==> src/rtl/srrc_pkg.sv <==
`default_nettype none

package srrc_pkg;

    localparam int MAX_SWITCHES  = 8;
    localparam int SLOT_W        = $clog2(MAX_SWITCHES);
    localparam int BACKLOG_DEPTH = 16;
    localparam int BL_AW         = $clog2(BACKLOG_DEPTH);
    localparam int FILL_W        = BL_AW + 1;
    localparam int CNT_W         = 4;
    localparam int ADDR_W        = 32;
    localparam int ID_W          = 8;

    localparam logic OP_OPEN  = 1'b0;
    localparam logic OP_QUERY = 1'b1;

    localparam logic KIND_ACK  = 1'b0;
    localparam logic KIND_RULE = 1'b1;

    localparam logic ACT_DROP = 1'b0;
    localparam logic ACT_FWD  = 1'b1;

    localparam logic [1:0] PORT_NONE   = 2'd0;
    localparam logic [1:0] PORT_LOWER  = 2'd1;
    localparam logic [1:0] PORT_HIGHER = 2'd2;

    localparam logic [CNT_W-1:0] COUNT_MAX = 4'd15;

    typedef struct packed {
        logic              clear;
        logic              issue;
        logic [SLOT_W-1:0] addr;
    } scan_ctrl_t;

    typedef struct packed {
        logic              busy;
        logic              hit;
        logic [SLOT_W-1:0] idx;
        logic [ADDR_W-1:0] low;
        logic [ADDR_W-1:0] high;
    } scan_res_t;

endpackage

`default_nettype wire

==> src/rtl/srrc_table.sv <==
`default_nettype none

module srrc_table (
    input  wire logic                       clk,
    input  wire logic                       rst_n,
    input  wire logic                       wr_en,
    input  wire logic [srrc_pkg::SLOT_W-1:0] wr_slot,
    input  wire logic [srrc_pkg::ID_W-1:0]   wr_ident,
    input  wire logic [srrc_pkg::ADDR_W-1:0] wr_low,
    input  wire logic [srrc_pkg::ADDR_W-1:0] wr_high,
    input  wire srrc_pkg::scan_ctrl_t        ctrl,
    input  wire logic [srrc_pkg::ADDR_W-1:0] dest,
    output srrc_pkg::scan_res_t              res
);
    import srrc_pkg::*;

    logic [ID_W+2*ADDR_W-1:0] mem [MAX_SWITCHES];
    logic [2*ADDR_W-1:0]      rd_reg;
    logic                     pend_reg;
    logic [SLOT_W-1:0]        pend_idx_reg;
    logic                     hit_reg;
    logic [SLOT_W-1:0]        idx_reg;
    logic [ADDR_W-1:0]        low_reg;
    logic [ADDR_W-1:0]        high_reg;
    logic                     match;

    always_ff @(posedge clk)
    begin
        if (wr_en)
        begin
            mem[wr_slot] <= {wr_ident, wr_high, wr_low};
        end
        if (ctrl.issue)
        begin
            rd_reg <= mem[ctrl.addr][2*ADDR_W-1:0];
        end
    end

    assign match = pend_reg && (dest >= rd_reg[ADDR_W-1:0])
                   && (dest <= rd_reg[2*ADDR_W-1:ADDR_W]);

    always_ff @(posedge clk or negedge rst_n)
    begin
        if (!rst_n)
        begin
            pend_reg <= 1'b0;
            hit_reg  <= 1'b0;
        end
        else
        begin
            pend_reg <= ctrl.issue;
            if (ctrl.clear)
            begin
                hit_reg <= 1'b0;
            end
            else if (match)
            begin
                hit_reg <= 1'b1;
            end
        end
    end

    always_ff @(posedge clk)
    begin
        pend_idx_reg <= ctrl.addr;
        if (match)
        begin
            idx_reg  <= pend_idx_reg;
            low_reg  <= rd_reg[ADDR_W-1:0];
            high_reg <= rd_reg[2*ADDR_W-1:ADDR_W];
        end
    end

    assign res.busy = pend_reg;
    assign res.hit  = hit_reg;
    assign res.idx  = idx_reg;
    assign res.low  = low_reg;
    assign res.high = high_reg;

endmodule

`default_nettype wire

==> src/rtl/switch_range_rule_controller.sv <==
`default_nettype none

// Switch range rule controller. One request is taken at a time on the slave
// side (operation in tuser). An open request writes its table slot, counts
// one more opened switch and is acknowledged once the output register is free;
// the open that makes the count equal switch_count then answers every
// backlogged query in order. A query that arrives while switches are still
// missing is stored in the 16-entry backlog in the cycle it is taken (and
// dropped when the backlog is full); otherwise it is answered by a scan of
// the first min(switch_count,8) entries of the switch table memory, which
// gives one entry per cycle to the range compare. A finished reply waits in
// the master-side output register, so the next request can be taken
// meanwhile.
module switch_range_rule_controller (
    input  wire logic         clk,
    input  wire logic         rst_n,
    input  wire logic         cfg_we,
    input  wire logic [3:0]   cfg_wdata,      // switch_count
    input  wire logic         s_axis_tvalid,
    output logic              s_axis_tready,
    // switch_slot, switch_ident, range_first, range_last, asker_number,
    // dest_address, zero pad
    input  wire logic [111:0] s_axis_tdata,
    input  wire logic         s_axis_tuser,   // operation
    output logic              m_axis_tvalid,
    input  wire logic         m_axis_tready,
    // reply_target, rule_low, rule_high, rule_action, rule_port, zero pad
    output logic [71:0]       m_axis_tdata,
    output logic              m_axis_tuser,   // reply_kind
    output logic              m_axis_tlast    // last_reply
);
    import srrc_pkg::*;

    localparam logic [2:0] ST_IDLE   = 3'd0;
    localparam logic [2:0] ST_ACK    = 3'd1;
    localparam logic [2:0] ST_BL_RD  = 3'd2;
    localparam logic [2:0] ST_BL_LD  = 3'd3;
    localparam logic [2:0] ST_SCAN   = 3'd4;
    localparam logic [2:0] ST_RESULT = 3'd5;

    logic [SLOT_W-1:0] in_slot;
    logic [ID_W-1:0]   in_ident;
    logic [ADDR_W-1:0] in_first;
    logic [ADDR_W-1:0] in_last;
    logic [CNT_W-1:0]  in_asker;
    logic [ADDR_W-1:0] in_dest;

    assign in_slot  = s_axis_tdata[2:0];
    assign in_ident = s_axis_tdata[10:3];
    assign in_first = s_axis_tdata[42:11];
    assign in_last  = s_axis_tdata[74:43];
    assign in_asker = s_axis_tdata[78:75];
    assign in_dest  = s_axis_tdata[110:79];

    logic [2:0]         state_reg,  state_next;
    logic [CNT_W-1:0]   swcount_reg, swcount_next;
    logic [CNT_W-1:0]   opened_reg, opened_next;
    logic [FILL_W-1:0]  fill_reg,   fill_next;
    logic [BL_AW-1:0]   k_reg,      k_next;
    logic               drain_reg,  drain_next;
    logic               from_bl_reg, from_bl_next;
    logic [CNT_W-1:0]   issue_reg,  issue_next;
    logic [SLOT_W-1:0]  slot_reg,   slot_next;
    logic [CNT_W-1:0]   asker_reg,  asker_next;
    logic [ADDR_W-1:0]  dest_reg,   dest_next;

    logic               m_valid_reg, m_valid_next;
    logic               kind_reg,   kind_next;
    logic [SLOT_W-1:0]  target_reg, target_next;
    logic [ADDR_W-1:0]  low_reg,    low_next;
    logic [ADDR_W-1:0]  high_reg,   high_next;
    logic               action_reg, action_next;
    logic [1:0]         port_reg,   port_next;
    logic               last_reg,   last_next;

    logic [CNT_W+ADDR_W-1:0] bl_mem [BACKLOG_DEPTH];
    logic [CNT_W+ADDR_W-1:0] bl_rd_reg;
    logic                    bl_wr;
    logic                    bl_rd;

    logic        tbl_wr;
    scan_ctrl_t  scan_ctrl;
    scan_res_t   scan_res;

    logic [CNT_W-1:0] scan_limit;
    logic             out_free;
    logic             drain_end;
    logic [CNT_W-1:0] hit_num;

    srrc_table u_table (
        .clk      (clk),
        .rst_n    (rst_n),
        .wr_en    (tbl_wr),
        .wr_slot  (in_slot),
        .wr_ident (in_ident),
        .wr_low   (in_first),
        .wr_high  (in_last),
        .ctrl     (scan_ctrl),
        .dest     (dest_reg),
        .res      (scan_res)
    );

    assign scan_limit = (swcount_reg > CNT_W'(MAX_SWITCHES)) ? CNT_W'(MAX_SWITCHES)
                                                              : swcount_reg;
    assign out_free   = !m_valid_reg || m_axis_tready;
    assign drain_end  = (FILL_W'(k_reg) + FILL_W'(1)) == fill_reg;
    assign hit_num    = CNT_W'(scan_res.idx) + CNT_W'(1);

    always_comb
    begin
        state_next   = state_reg;
        swcount_next = cfg_we ? cfg_wdata : swcount_reg;
        opened_next  = opened_reg;
        fill_next    = fill_reg;
        k_next       = k_reg;
        drain_next   = drain_reg;
        from_bl_next = from_bl_reg;
        issue_next   = issue_reg;
        slot_next    = slot_reg;
        asker_next   = asker_reg;
        dest_next    = dest_reg;
        m_valid_next = m_valid_reg;
        kind_next    = kind_reg;
        target_next  = target_reg;
        low_next     = low_reg;
        high_next    = high_reg;
        action_next  = action_reg;
        port_next    = port_reg;
        last_next    = last_reg;
        bl_wr        = 1'b0;
        bl_rd        = 1'b0;
        tbl_wr       = 1'b0;
        scan_ctrl    = '0;
        s_axis_tready = (state_reg == ST_IDLE);

        if (m_valid_reg && m_axis_tready)
        begin
            m_valid_next = 1'b0;
        end

        case (state_reg)
            ST_IDLE:
            begin
                if (s_axis_tvalid)
                begin
                    if (s_axis_tuser == OP_OPEN)
                    begin
                        tbl_wr      = 1'b1;
                        opened_next = (opened_reg == COUNT_MAX) ? opened_reg
                                                                : opened_reg + CNT_W'(1);
                        drain_next  = (opened_next == swcount_reg);
                        slot_next   = in_slot;
                        state_next  = ST_ACK;
                    end
                    else if (opened_reg < swcount_reg)
                    begin
                        if (fill_reg < FILL_W'(BACKLOG_DEPTH))
                        begin
                            bl_wr     = 1'b1;
                            fill_next = fill_reg + FILL_W'(1);
                        end
                    end
                    else
                    begin
                        asker_next      = in_asker;
                        dest_next       = in_dest;
                        from_bl_next    = 1'b0;
                        issue_next      = '0;
                        scan_ctrl.clear = 1'b1;
                        state_next      = ST_SCAN;
                    end
                end
            end
            ST_ACK:
            begin
                if (out_free)
                begin
                    m_valid_next = 1'b1;
                    kind_next    = KIND_ACK;
                    target_next  = slot_reg;
                    low_next     = '0;
                    high_next    = '0;
                    action_next  = ACT_DROP;
                    port_next    = PORT_NONE;
                    last_next    = !(drain_reg && (fill_reg != '0));
                    if (drain_reg && (fill_reg != '0))
                    begin
                        k_next     = '0;
                        state_next = ST_BL_RD;
                    end
                    else
                    begin
                        state_next = ST_IDLE;
                    end
                end
            end
            ST_BL_RD:
            begin
                bl_rd      = 1'b1;
                state_next = ST_BL_LD;
            end
            ST_BL_LD:
            begin
                asker_next      = bl_rd_reg[CNT_W-1:0];
                dest_next       = bl_rd_reg[CNT_W+ADDR_W-1:CNT_W];
                from_bl_next    = 1'b1;
                issue_next      = '0;
                scan_ctrl.clear = 1'b1;
                state_next      = ST_SCAN;
            end
            ST_SCAN:
            begin
                if (issue_reg < scan_limit)
                begin
                    scan_ctrl.issue = 1'b1;
                    scan_ctrl.addr  = issue_reg[SLOT_W-1:0];
                    issue_next      = issue_reg + CNT_W'(1);
                end
                else if (!scan_res.busy)
                begin
                    state_next = ST_RESULT;
                end
            end
            ST_RESULT:
            begin
                if (out_free)
                begin
                    m_valid_next = 1'b1;
                    kind_next    = KIND_RULE;
                    target_next  = asker_reg[SLOT_W-1:0] - SLOT_W'(1);
                    if (scan_res.hit)
                    begin
                        low_next    = scan_res.low;
                        high_next   = scan_res.high;
                        action_next = ACT_FWD;
                        port_next   = (hit_num < asker_reg) ? PORT_LOWER : PORT_HIGHER;
                    end
                    else
                    begin
                        low_next    = dest_reg;
                        high_next   = dest_reg;
                        action_next = ACT_DROP;
                        port_next   = PORT_NONE;
                    end
                    last_next = !from_bl_reg || drain_end;
                    if (from_bl_reg && !drain_end)
                    begin
                        k_next     = k_reg + BL_AW'(1);
                        state_next = ST_BL_RD;
                    end
                    else
                    begin
                        if (from_bl_reg)
                        begin
                            fill_next = '0;
                        end
                        state_next = ST_IDLE;
                    end
                end
            end
            default:
            begin
                state_next = ST_IDLE;
            end
        endcase
    end

    always_ff @(posedge clk)
    begin
        if (bl_wr)
        begin
            bl_mem[fill_reg[BL_AW-1:0]] <= {in_dest, in_asker};
        end
        if (bl_rd)
        begin
            bl_rd_reg <= bl_mem[k_reg];
        end
    end

    always_ff @(posedge clk or negedge rst_n)
    begin
        if (!rst_n)
        begin
            state_reg   <= ST_IDLE;
            swcount_reg <= CNT_W'(1);
            opened_reg  <= '0;
            fill_reg    <= '0;
            k_reg       <= '0;
            drain_reg   <= 1'b0;
            from_bl_reg <= 1'b0;
            issue_reg   <= '0;
            m_valid_reg <= 1'b0;
        end
        else
        begin
            state_reg   <= state_next;
            swcount_reg <= swcount_next;
            opened_reg  <= opened_next;
            fill_reg    <= fill_next;
            k_reg       <= k_next;
            drain_reg   <= drain_next;
            from_bl_reg <= from_bl_next;
            issue_reg   <= issue_next;
            m_valid_reg <= m_valid_next;
        end
    end

    always_ff @(posedge clk)
    begin
        slot_reg   <= slot_next;
        asker_reg  <= asker_next;
        dest_reg   <= dest_next;
        kind_reg   <= kind_next;
        target_reg <= target_next;
        low_reg    <= low_next;
        high_reg   <= high_next;
        action_reg <= action_next;
        port_reg   <= port_next;
        last_reg   <= last_next;
    end

    assign m_axis_tvalid = m_valid_reg;
    assign m_axis_tuser  = kind_reg;
    assign m_axis_tlast  = last_reg;
    assign m_axis_tdata  = {2'b00, port_reg, action_reg, high_reg, low_reg, target_reg};

endmodule

`default_nettype wire

==> config.mk <==
export PLATFORM = sky130hd
export DESIGN_NAME = switch_range_rule_controller
export DESIGN_NICKNAME = d
export VERILOG_FILES = /design/src/rtl/srrc_pkg.sv /design/src/rtl/srrc_table.sv /design/src/rtl/switch_range_rule_controller.sv
export SDC_FILE = /design/constraint.sdc
export NUM_CORES = 2
export LEC_CHECK = 0
export ABC_CLOCK_PERIOD_IN_PS = 19700
export BUFFER_PORTS_ARGS = -buffer_cell sky130_fd_sc_hd__buf_4
export CAP_MARGIN = 10
export CORE_MARGIN = 3
export CORE_UTILIZATION = 35
export DETAILED_ROUTE_END_ITERATION = 6
export GPL_TIMING_DRIVEN = 0
export PLACE_DENSITY = 0.46
export SLEW_MARGIN = 20
export SYNTH_ARGS = -nofsm -noshare
export SYNTH_HDL_FRONTEND = slang
export SYNTH_SLANG_ARGS = --single-unit
==> constraint.sdc <==
create_clock -name clk -period 19.7 [get_ports clk]
set_input_delay 1.97 -clock clk [delete_from_list [all_inputs] [get_ports clk]]
set_output_delay 1.97 -clock clk [all_outputs]
set_load 0.03 [all_outputs]
==> run summary <==
Across the run, the number of max-cap violations was 0. The min-delay analysis places its worst path in the category reg2reg. The floorplan step defined a die boundary enclosing 164,100 um^2. TritonCTS built the clock tree. Sorting the synthesized cells by area gives the leading types as sky130_fd_sc_hd__edfxtp_1 (74%), sky130_fd_sc_hd__mux4_2 (5.5%), sky130_fd_sc_hd__nand2_1 (2.3%).

The tools report the portion of total power attributed to sequential cells as 44.4%. For this run, the detailed router's first-pass iteration total came to 5. Class of the most critical setup path: in2reg.

For this design the top-level I/O count stands at 198. Dividing the detail-routed via count by the number of cells gives 5.240. Clock tree synthesis selected as its root buffer the cell sky130_fd_sc_hd__clkbuf_16.

In this run the power spent charging and discharging nets is 2.497 mW. The power per standard cell area works out to 125.0 nW/um^2. The max-slew violation count came out at 0. The most numerous cell type found on the critical path is sky130_fd_sc_hd__buf_4.

The number of failing setup endpoints in the final timing report came out at 0. The run gives 19 as the initial antenna violation count. On the final layout, the worst clock skew is 31.52 ps. The number of endpoints with negative hold slack in the final report is 0. Clock tree synthesis found a total of 1,398 sinks. The die is 405.1 um tall. Area share of the largest cell type after synthesis: 73.56%.

The number of global-route vias before repair came out at 30.70k. For the worst setup path, the data arrival time is 5560 ps. The Yosys step of the flow raised 0 warnings. The net count of the finished layout is 3,929. Fraction of final layout cells sized beyond drive strength 1: 21.84%. The congestion estimate from routability-driven global placement came to 0.8315.

After layout, the design draws a total of 8.260 mW. Global routing used 19.69% of the available tracks across all layers. Port buffering added 186 buffers. Largest delay contributor family on the critical path: simple AND/OR/NAND/NOR gates.

The clock slew at the register clock pins of the worst setup and hold paths is 60 ps. The peak per-stage delay on the critical path came out at 670 ps. Sorting the synthesized cells by how often they occur yields sky130_fd_sc_hd__edfxtp_1 (1,366), sky130_fd_sc_hd__nand2_1 (348), sky130_fd_sc_hd__a21oi_1 (199). The mapped cell area came out at 55,760 um^2. The share of the core filled with cells in the final layout is 42.01%, and the number of flip-flops in the largest register is 576. The run finished with clean final reports.

The run gives 3,259 as the instance count of the mapped netlist. After detailed routing, the average wire length per cell comes to 27.50 um. Flop and latch count out of synthesis: 1,398.

The worst pin sits at a relative slew slack of 21.80%. Walking the worst path, the cells encountered are buf_4 -> nor2b_1 -> nand2_1 -> inv_1 -> nand2_1 -> nor3b_2 -> buf_6 -> buf_4 -> buf_4 -> buf_4. After floorplanning, the core was divided into 145 placement rows. In this run the standard cell core region covers 157,300 um^2. Cell internal power was estimated by the tool at 5.763 mW.

Among all cell types in the netlist, the one instantiated most often is sky130_fd_sc_hd__edfxtp_1. In this run, post-CTS hold repair placed 0 buffers. Each instance of the synthesized netlist takes up on average 17.11 um^2. The largest individual stage delay along the critical path comes from the cell sky130_fd_sc_hd__nor3b_2. The largest fanout on the critical path came out at 9. The CTS H-tree depth was 4; the wire length of the first global-routing pass was 230,000 um.

The signed area change from the synthesized netlist to the final layout is 18.50%, and the fraction of power consumed by combinational cells is 22.0%. Maximum count of clock buffers along a single path: 3. The initial core utilization was 35.45%; the number of buffers inserted during clock tree synthesis was 156.

The count of flip-flops with a built-in enable after synthesis came out at 1,366. Setup repair after global routing left no endpoint under its margin. The detail route stage leaves a number of antenna-violating nets equal to 0.

The maximum ir drop on the vdd rail was 95.65 uV. For this run, asynchronously set or reset flops after synthesis account for 2.074%. Together, buffers and inverters on the worst path number 6.

The biggest area contributor in the post-synthesis netlist is sky130_fd_sc_hd__edfxtp_1. Across all layers, the routed design uses 30.98k vias. The run gives 0 ps as the aggregate negative setup slack. The tools report the count of distinct cell types in the synthesized netlist as 64. Total wire length: 162,600 um. Clock network fraction of total power: 33.6%. Post-place setup slack: 13,870 ps.

In the synthesized netlist the dominant register cell turns out to be sky130_fd_sc_hd__edfxtp_1. STA classifies the critical path endpoint as a register. Buffers added to address setup during post-CTS repair amount to 0. The maximum number of pins on one net before global-route repair was 75; the estimated wirelength of the detail-placed design was 114,200 um. The tools report the static power due to leakage as 22.00 nW.

Of the synthesized area, sequential elements account for 74.98%. At the worst endpoint, the required time is 20,170 ps. Global routing finished with a remaining overflow of 0.

In the finished design, the share of the clock period the worst path needs comes to 25.79%. After layout, the minimum clock period comes to 5081 ps. STA classifies the critical path startpoint as a primary input.

After layout, the worst setup slack is 14,620 ps. Derived from the worst setup path, the maximum achievable clock frequency is 196.8 MHz. At the later pin of the worst-skew pair, clock insertion delay measures 780 ps. Number of instances resized during post-cts repair: 0. The first routing iteration left 2,578 violations.

From left edge to right edge, the die measures 405.1 um. For the pin with the worst max-slew slack, the measured transition is 1173 ps. The tools report the post-detailed-route DRC marker count as 0. The switching portion of total power was 30.23%.
==> final timing paths <==
path | startpoint | endpoint | slack (ps) | cells after the start
setup / recovery | s_axis_tuser | u_table.mem[5][23] | 14620 | 10
hold / removal | u_table.pend_idx_reg[2] | u_table.idx_reg[2] | 400 | 0
setup reg to reg | state_reg[0] | u_table.mem[5][23] | 14940 | 9
hold reg to reg | u_table.pend_idx_reg[2] | u_table.idx_reg[2] | 400 | 0
max in group asynchronous | rst_n | opened_reg[3] | 18150 | 1
min in group asynchronous | rst_n | m_axis_tvalid | 1150 | 1
==> power groups by stage <==
| stage | logic (mW) | registers (mW) | clock network, mW |
|---|---|---|---|
| finish | 1.82 | 3.67 | 2.77 |
| global route | 1.97 | 3.68 | 2.96 |
| CTS | 1.84 | 3.67 | 2.84 |
| detailed placement | 1.83 | 3.73 | 0 |
| global placement | 1.77 | 3.76 | 0 |
| floorplan | 1.01 | 3.75 | 0 |
==> stage by stage <==
step	instance area [um^2]	instances	hold WS (ps)
2_1_floorplan	55760	3260	385.5
3_3_place_gp	59730	5504	387.3
3_5_place_dp	61200	5625	392.1
4_1_cts	66050	5905	406.7
5_1_grt	66060	5905	409.1
6_report	66080	5912	404.8
==> per-layer routing <==
| layer | track usage, % | up-vias | share of wire (%) |
|---|---|---|---|
| li1 | - | 13800 | - |
| met1 | 28.95 | 16100 | 46 |
| met2 | 30.04 | 895 | 46 |
| met3 | 4.094 | 182 | 6.2 |
| met4 | 4.540 | 4 | 1.9 |
| met5 | 0 | - | 0.019 |
==> area by class of cell <==
| type | instances | area [um^2] |
|---|---|---|
| Fill cell | 14100 | 91220 |
| Sequential cell | 1398 | 41810 |
| Multi-Input combinational cell | 1594 | 12960 |
| Clock buffer | 200 | 4215 |
| Timing Repair Buffer | 307 | 2716 |
| Tap cell | 2058 | 2575 |
| Buffer | 184 | 825.8 |
| Clock inverter | 80 | 640.6 |
| Inverter | 84 | 315.3 |
| Antenna cell | 7 | 17.52 |
==> placed cells by master, fill, tap and decap left out, drive strengths merged, types with 6 or more instances in the layout <==
master and count:
ha 82, nor2 26, nand2 348, edfxtp 1366
a22oi 37, inv 87, xnor2 6, nand4 9
bufinv 6, nor2b 69, nand3 11, nor3 15
o221ai 65, mux2i 109, a31oi 67, mux2 105
a221oi 38, nand2b 10, buf 361, clkbuf 330
dfrtp 28, diode 7, xor2 7, o21ai 108
o21a 66, a211oi 7, and2 8, and3 9
mux4 136, a21oi 199, clkinv 66
==> kinds of logic (layout without fill, tap and decap cells) <==
group	after synthesis	after routing	synth area share (%)
adders and majority gates	82	82	1.840
and+or+nand+nor	529	529	4.259
xor gates and xnor gates	13	13	0.2042
other	1	9	0.006725
muxes	350	350	9.570
DFF	1398	1398	74.98
buffers and inverters	268	855	2.031
AOI/OAI and AO/OA	618	618	7.113
Note: power is estimated with default switching activity, not from simulation.
